==> src/rtl/xmt_pkg.sv <==
// Shared types and constants for the XML markup tokenizer.
package xmt_pkg;

    localparam int STACK_DEPTH_DEF = 16;
    localparam int NAME_BYTES_DEF  = 32;

    localparam logic [7:0] CH_LT    = 8'h3C;
    localparam logic [7:0] CH_GT    = 8'h3E;
    localparam logic [7:0] CH_SLASH = 8'h2F;
    localparam logic [7:0] CH_EQ    = 8'h3D;
    localparam logic [7:0] CH_QMARK = 8'h3F;
    localparam logic [7:0] CH_BANG  = 8'h21;
    localparam logic [7:0] CH_DASH  = 8'h2D;
    localparam logic [7:0] CH_LBR   = 8'h5B;
    localparam logic [7:0] CH_RBR   = 8'h5D;
    localparam logic [7:0] CH_QUOTE = 8'h22;
    localparam logic [7:0] CH_LF    = 8'h0A;
    localparam logic [7:0] CH_SPACE = 8'h20;
    localparam logic [7:0] CH_C     = 8'h43;
    localparam logic [7:0] CH_D     = 8'h44;
    localparam logic [7:0] CH_A     = 8'h41;
    localparam logic [7:0] CH_T     = 8'h54;

    localparam logic [3:0] EV_NONE      = 4'd0;
    localparam logic [3:0] EV_START     = 4'd1;
    localparam logic [3:0] EV_END       = 4'd2;
    localparam logic [3:0] EV_EMPTY     = 4'd3;
    localparam logic [3:0] EV_ANAME_SP  = 4'd4;
    localparam logic [3:0] EV_NO_QUOTE  = 4'd5;
    localparam logic [3:0] EV_NO_GT     = 4'd6;
    localparam logic [3:0] EV_MISMATCH  = 4'd7;
    localparam logic [3:0] EV_JUNK      = 4'd8;
    localparam logic [3:0] EV_BAD_CMT   = 4'd9;
    localparam logic [3:0] EV_UNDERFLOW = 4'd10;
    localparam logic [3:0] EV_OVERFLOW  = 4'd11;
    localparam logic [3:0] EV_NAME_LONG = 4'd12;

    localparam logic [2:0] ROLE_MARKUP = 3'd0;
    localparam logic [2:0] ROLE_ELEM   = 3'd1;
    localparam logic [2:0] ROLE_ANAME  = 3'd2;
    localparam logic [2:0] ROLE_AVAL   = 3'd3;
    localparam logic [2:0] ROLE_TEXT   = 3'd4;
    localparam logic [2:0] ROLE_ENAME  = 3'd5;

    typedef enum logic [27:0] {
        ST_OUT    = 28'h0000001,
        ST_LT     = 28'h0000002,
        ST_NAME   = 28'h0000004,
        ST_ATTRS  = 28'h0000008,
        ST_ANAME  = 28'h0000010,
        ST_EQ     = 28'h0000020,
        ST_VAL    = 28'h0000040,
        ST_SLASH  = 28'h0000080,
        ST_ENAME  = 28'h0000100,
        ST_EEND   = 28'h0000200,
        ST_PI     = 28'h0000400,
        ST_PIQ    = 28'h0000800,
        ST_BANG   = 28'h0001000,
        ST_SKIP   = 28'h0002000,
        ST_CM0    = 28'h0004000,
        ST_CM1    = 28'h0008000,
        ST_CM2    = 28'h0010000,
        ST_CM3    = 28'h0020000,
        ST_CD0    = 28'h0040000,
        ST_CD1    = 28'h0080000,
        ST_CD2    = 28'h0100000,
        ST_CD3    = 28'h0200000,
        ST_CD4    = 28'h0400000,
        ST_CD5    = 28'h0800000,
        ST_CDBODY = 28'h1000000,
        ST_CDB1   = 28'h2000000,
        ST_CDB2   = 28'h4000000,
        ST_TEXT   = 28'h8000000
    } t_state;

    typedef struct packed {
        logic [7:0] data;
        logic       lt;
        logic       gt;
        logic       slash;
        logic       eq;
        logic       qmark;
        logic       bang;
        logic       dash;
        logic       lbr;
        logic       rbr;
        logic       quote;
        logic       lf;
        logic       blank;
    } t_cls;

endpackage

==> src/rtl/xmt_front.sv <==
// Front end: accepts bytes, classifies them and queues them for the parser.
module xmt_front
    import xmt_pkg::*;
(
    input  logic       i_clk,
    input  logic       i_rst_n,
    input  logic       i_valid,
    output logic       o_ready,
    input  logic [7:0] i_data_byte,
    output logic       o_q_valid,
    output t_cls       o_q_cls,
    input  logic       i_q_pop
);

    t_cls       w_cls;
    t_cls       r_ent [2];
    logic       r_wp, r_rp;
    logic [1:0] r_cnt;
    logic       w_push;

    always_comb begin
        w_cls.data  = i_data_byte;
        w_cls.lt    = (i_data_byte == CH_LT);
        w_cls.gt    = (i_data_byte == CH_GT);
        w_cls.slash = (i_data_byte == CH_SLASH);
        w_cls.eq    = (i_data_byte == CH_EQ);
        w_cls.qmark = (i_data_byte == CH_QMARK);
        w_cls.bang  = (i_data_byte == CH_BANG);
        w_cls.dash  = (i_data_byte == CH_DASH);
        w_cls.lbr   = (i_data_byte == CH_LBR);
        w_cls.rbr   = (i_data_byte == CH_RBR);
        w_cls.quote = (i_data_byte == CH_QUOTE);
        w_cls.lf    = (i_data_byte == CH_LF);
        w_cls.blank = (i_data_byte <= CH_SPACE);
    end

    assign o_ready   = (r_cnt != 2'd2);
    assign w_push    = i_valid && o_ready;
    assign o_q_valid = (r_cnt != 2'd0);
    assign o_q_cls   = r_ent[r_rp];

    always_ff @(posedge i_clk) begin
        if (w_push) begin
            r_ent[r_wp] <= w_cls;
        end
        if (!i_rst_n) begin
            r_wp  <= 1'b0;
            r_rp  <= 1'b0;
            r_cnt <= 2'd0;
        end else begin
            if (w_push) begin
                r_wp <= ~r_wp;
            end
            if (i_q_pop) begin
                r_rp <= ~r_rp;
            end
            r_cnt <= r_cnt + 2'(w_push) - 2'(i_q_pop);
        end
    end

endmodule

==> config.mk <==
export PLATFORM = sky130hd
export DESIGN_NAME = xmt_front
export DESIGN_NICKNAME = d
export VERILOG_FILES = /design/src/rtl/xmt_pkg.sv /design/src/rtl/xmt_front.sv
export SDC_FILE = /design/constraint.sdc
export NUM_CORES = 1
export LEC_CHECK = 0
export ABC_CLOCK_PERIOD_IN_PS = 2100
export BUFFER_PORTS_ARGS = -buffer_cell sky130_fd_sc_hd__buf_2
export CAP_MARGIN = 10
export CELL_PAD_IN_SITES_DETAIL_PLACEMENT = 0
export CELL_PAD_IN_SITES_GLOBAL_PLACEMENT = 2
export CORE_MARGIN = 2
export CORE_UTILIZATION = 41
export CTS_CLUSTER_SIZE = 20
export DETAILED_ROUTE_END_ITERATION = 8
export GPL_TIMING_DRIVEN = 1
export PLACE_DENSITY = 0.82
export SETUP_SLACK_MARGIN = 0.15
export SLEW_MARGIN = 20
export SYNTH_ARGS = -nofsm -noshare
export SYNTH_HDL_FRONTEND = slang
export SYNTH_SLANG_ARGS = --single-unit
==> constraint.sdc <==
create_clock -name i_clk -period 2.1 [get_ports i_clk]
set_input_delay 0.105 -clock i_clk [delete_from_list [all_inputs] [get_ports i_clk]]
set_output_delay 0.105 -clock i_clk [all_outputs]
set_load 0.01 [all_outputs]
# Word-level counts from Yosys, hierarchy flattened
# Memory sizes are Yosys's and may differ from the RTL's. A register that Yosys moved wholly into a read port is not among the register bits.
# Index checks and enable logic that the tools add are counted.
[word_totals]
register_bits = 4
latchBits = 0
mem_bits_rw = 40
mem_bits_ro = 0
n_memories = 1
[classes]
addsub = 2
multipliers = 0
div = 0
magnitude_cmp = 1
eq_ne = 12
shifts = 0
mux = 4
bitwise_logic = 2
n_reduce_logical = 2
[mem_list]
columns = ["name", "words", "width", "read_ports", "rd_ports_with_merged_regs", "write_ports", "line", "rtl"]
rows = [
  ["r_ent", 2, 20, 1, 1, 1, "xmt_front.sv:16", "t_cls r_ent [2];"],
]
[ops]
columns = ["operator", "count"]
rows = [
  ["== test 8 x 6 -> 1 bit, second input constant", 8],
  ["== test 8 x 7 -> 1 bit, second input constant", 2],
  ["== test 8 x 4 -> 1 bit, second input constant", 1],
  ["<= comparator 8 x 6 -> 1 bit, second input constant", 1],
  ["two-way mux 1 bit", 4],
  ["adder 2 x 1 -> 2 bit", 1],
  ["inequality test 2 bit, second input constant", 1],
  ["NOT 1 bit", 2],
  ["nonzero test 2 bit", 1],
  ["subtractor 2 x 1 -> 2 bit", 1],
  ["logical AND 1 bit", 1],
]

# Logic depth before layout (Yosys ltp)
[logic_depth]
ltp_word = 4
ltp_mapped = 7
mapped_depth_nobuf = 7

# Least setup slack after synthesis
# No wires, ideal clock.
[synth_timing]
path_type = "register to register"
from = "register r_cnt[0]"
to = "memory r_ent[1][0] (netlist bit), enable pin"
arrival_ns = 1.157
slack_ns = 0.565
path_stages_with_launch = 3
n_path_buf = 0
path_cell_list = "dfxtp_1 > nand2b_1 > and3_1"
[synth_between]
elab_chain_cells = 4
[synth_lines]
columns = ["element", "line", "rtl"]
rows = [
  ["start, declared", "xmt_front.sv:18", "logic [1:0] r_cnt;"],
  ["start signal, assigned", "xmt_front.sv:57", "r_cnt <= r_cnt + 2'(w_push) - 2'(i_q_pop);"],
  ["inequality test 2 bit", "xmt_front.sv:37", "assign o_ready = (r_cnt != 2'd2);"],
  ["named net o_ready", "xmt_front.sv:8", "output logic o_ready,"],
  ["logical AND 1 bit", "xmt_front.sv:38", "assign w_push = i_valid && o_ready;"],
  ["two-way mux 1 bit", "xmt_front.sv:43", "if (w_push) begin"],
  ["two-way mux 1 bit (implied by the code)", "xmt_front.sv:44", "r_ent[r_wp] <= w_cls;"],
  ["end, declared", "xmt_front.sv:16", ""],
]
# The timed path passes the listed nets, and every way through them passes these cells.

# Worst setup path after layout
[layout_timing]
from = "register r_cnt[0]"
to = "register r_cnt[1]"
[layout_between]
elab_chain_cells = 4
[layout_lines]
columns = ["element", "line"]
rows = [
  ["inequality test 2 bit", "xmt_front.sv:37"],
  ["logical AND 1 bit", "xmt_front.sv:38"],
  ["adder 2 x 1 -> 2 bit (*)", "xmt_front.sv:57"],
  ["subtractor 2 x 1 -> 2 bit (*)", "xmt_front.sv:57"],
]
# Mark *: on every way between the ends. The rest lies on a longest branch, timed or not.
# A chain may end at the register's enable or synchronous reset.

==> metrics.txt <==
clk buf depth 2; CP Launch Point r_cnt[0]; Area Growth Syn to Fin 19.2%; critical path type reg2reg; measured slew at the worst slew-check pin just over 0.4 ns; Ant. Diodes 0; Setup crit end r_cnt[1]; post-synthesis instance area approximately 1900 um^2; routability cong. about 0.73; Tmin final ~1.5 ns; antenna viol nets, final 0; commonest non-fill, non-tap cells in the layout 40 x edfxtp_1, 33 x buf_2, 20 x mux2_2; data required time at the worst endpoint 2.29 ns; crit end category flop; post-CTS setup buffer count 0; Leak ~0.83 nW; Fin Setup TNS 0 ns; Synth Area in Compound Gates around 3.4%; clk_lat worst skew ~0.29 ns; crit share post-route between 70% and 80%; maximum VDD drop roughly 0.6 mV; nets between 150 and 200; first-pass GRT wire length 4860 um; Synth Area in XOR/XNOR 0.945%; drc violations 0; Synth area leaders edfxtp_1 65%, mux2_2 12%, dfxtp_1 5.4%; skew final 0.00168 ns; vias in the first global route between 1000 and 1500; CP max FO 5; Power Total 2.00 mW; initial antenna violation count 0; cts repair resizes 0; Synth Instances 114; EDFF count, synth 40; CTS clk-pin slew, worst paths ~0.080 ns; ys async rst share 0%; Synth Flop Type edfxtp_1; Hold Startpoint i_data_byte[6]; number of synthesized register bits 45; MaxCap Viol Count 0; Syn Nets 127; core area between 4000 and 5000 um^2; Pre-antenna DRT Iters 4; mux contribution to synthesized area 12.7%; share of cells above drive strength 1 between 40 and 50%; largest net degree at the start of global routing 21; All-Layer GR Usage 12.7%; RSZ-0062 raised after global routing no; sequential-to-total area share from yosys stat between 70 and 80%; adder-cell share of the synthesized area less than 1%; TritonCTS Sinks 45; Critical R2R Capture r_cnt[1]; Vias/cell between 4 and 5; via count 1030; final WL ~2900 um; outcome finished, final reports clean; R2R Setup Slk 0.58 ns; PD cells around 900 nW/um^2; Clock Tree Root clkbuf_8; Die Ht between 70 and 80 um; post-DP HPWL 2030 um; Placed Area about 2100 um^2; num rows 24; GRT overflow 0; FF-to-FF path depth 7; synthesized area per cell between 15 and 20 um^2; Syn. warnings 0; commonest non-fill, non-tap cell in the layout edfxtp_1; max-slew violations 0; FF-to-FF Start r_cnt[0]; CTS tree yes; Yosys top cell area share between 60% and 70%; worst hold path class in2reg; WL/cell 14.0 um; largest family of logic cells by synthesized area multiplexers; DRT iter0 DRCs 46; TritonCTS buffer count 5; Hold Violations, Final 0; I/O pin cnt 34; FMAX about 660 MHz; Starting Density 42.6%; distinct cell type count of the synthesized netlist 31; Synth area leader edfxtp_1; hold-fix buffers at CTS 0; crit path DAT ~1.7 ns; Synth Area in Simple Gates between 10% and 20%; max_slew headroom 72.5%; DIE AREA approximately 5100 um^2; # port buffers 33; cell area after layout 2210 um^2; Setup Viol. Count Final 0; CP startpoint kind flop; fillers about 370; H-tree lvl count 2; width of the chip 71.3 um
[state kept, by name (all words and copies together), names as in the netlist, named ones only]
register,count
r_wp,1
r_cnt,2
r_ent,40
r_rp,1
[routing by layer]
metal / track usage (%) / wire length, um
met5: 0 / 0
met4: 4.40 / 29
met3: 4.92 / 150
met2: 20.4 / 1400
met1: 15.8 / 1330
[how the worst min path moves through the flow]
stage	end	slack, ns	cells past startpoint
after global routing	r_ent[0][18]	0.05	1
after detailed placement	r_ent[0][18]	0.35	1
after global placement	r_ent[0][19]	0.35	1
after floorplan	r_ent[0][12]	0.20	0
after CTS	r_ent[0][18]	0.04	1
final	r_ent[0][18]	0.06	1
[through the flow]
stage,worst slack [ns],instances,util (%),hold WS (ns)
floorplan,0.565,114,-,0.204
global placement,0.616,200,48.2,0.350
detailed placement,0.566,200,48.2,0.352
CTS,0.563,208,50.7,0.0394
global route,0.368,208,50.7,0.0451
finish,0.578,208,50.7,0.0574
[cell type report]
type                       count  area (um^2)  area share [%]
timing repair buffer          36          188            8.49
clock buffer                   5         68.8            3.11
clock inverter                 3         41.3            1.87
inverter                       2         7.51           0.340
multi-input combinational     65          538            24.3
sequential                    45         1300            58.9
tap                           52         65.1            2.94
[power by group]
| part | internal [mW] | total [mW] | leakage, nW | switching [mW] |
|---|---|---|---|---|
| registers | 1.05 | 1.08 | 0.433 | 0.0226 |
| clock network | 0.350 | 0.623 | 0.0518 | 0.273 |
| logic | 0.138 | 0.297 | 0.348 | 0.158 |
[synth_stat cells, types with 2 or more instances]
cell and number:
nor2_1 7, and2_1 3, mux2_2 20, inv_1 2, nor3_1 3, or2_2 2, nand2_1 4, a21boi_0 2
clkbuf_1 2, edfxtp_1 40, dfxtp_1 5, nand3b_1 2, nand2b_1 4
[cells by family (layout without fill, tap and decap cells)]
logic type      Yosys count  in the layout
mux                      21             21
compound gates            6              6
simple gates             35             35
flops                    45             45
fa+ha+maj                 1              1
xor+xnor                  2              2
buf+inv                   4             46
[critical path, cell delays in order (launching register included)]
cell      delay, ns
dfxtp_1        0.37
nand2b_1       0.20
nand2_1        0.09
xnor2_1        0.14
ha_1           0.22
nand3b_1       0.12
mux2i_1        0.06
a211o_1        0.22
No activity file was read; power rests on OpenSTA's default activity.
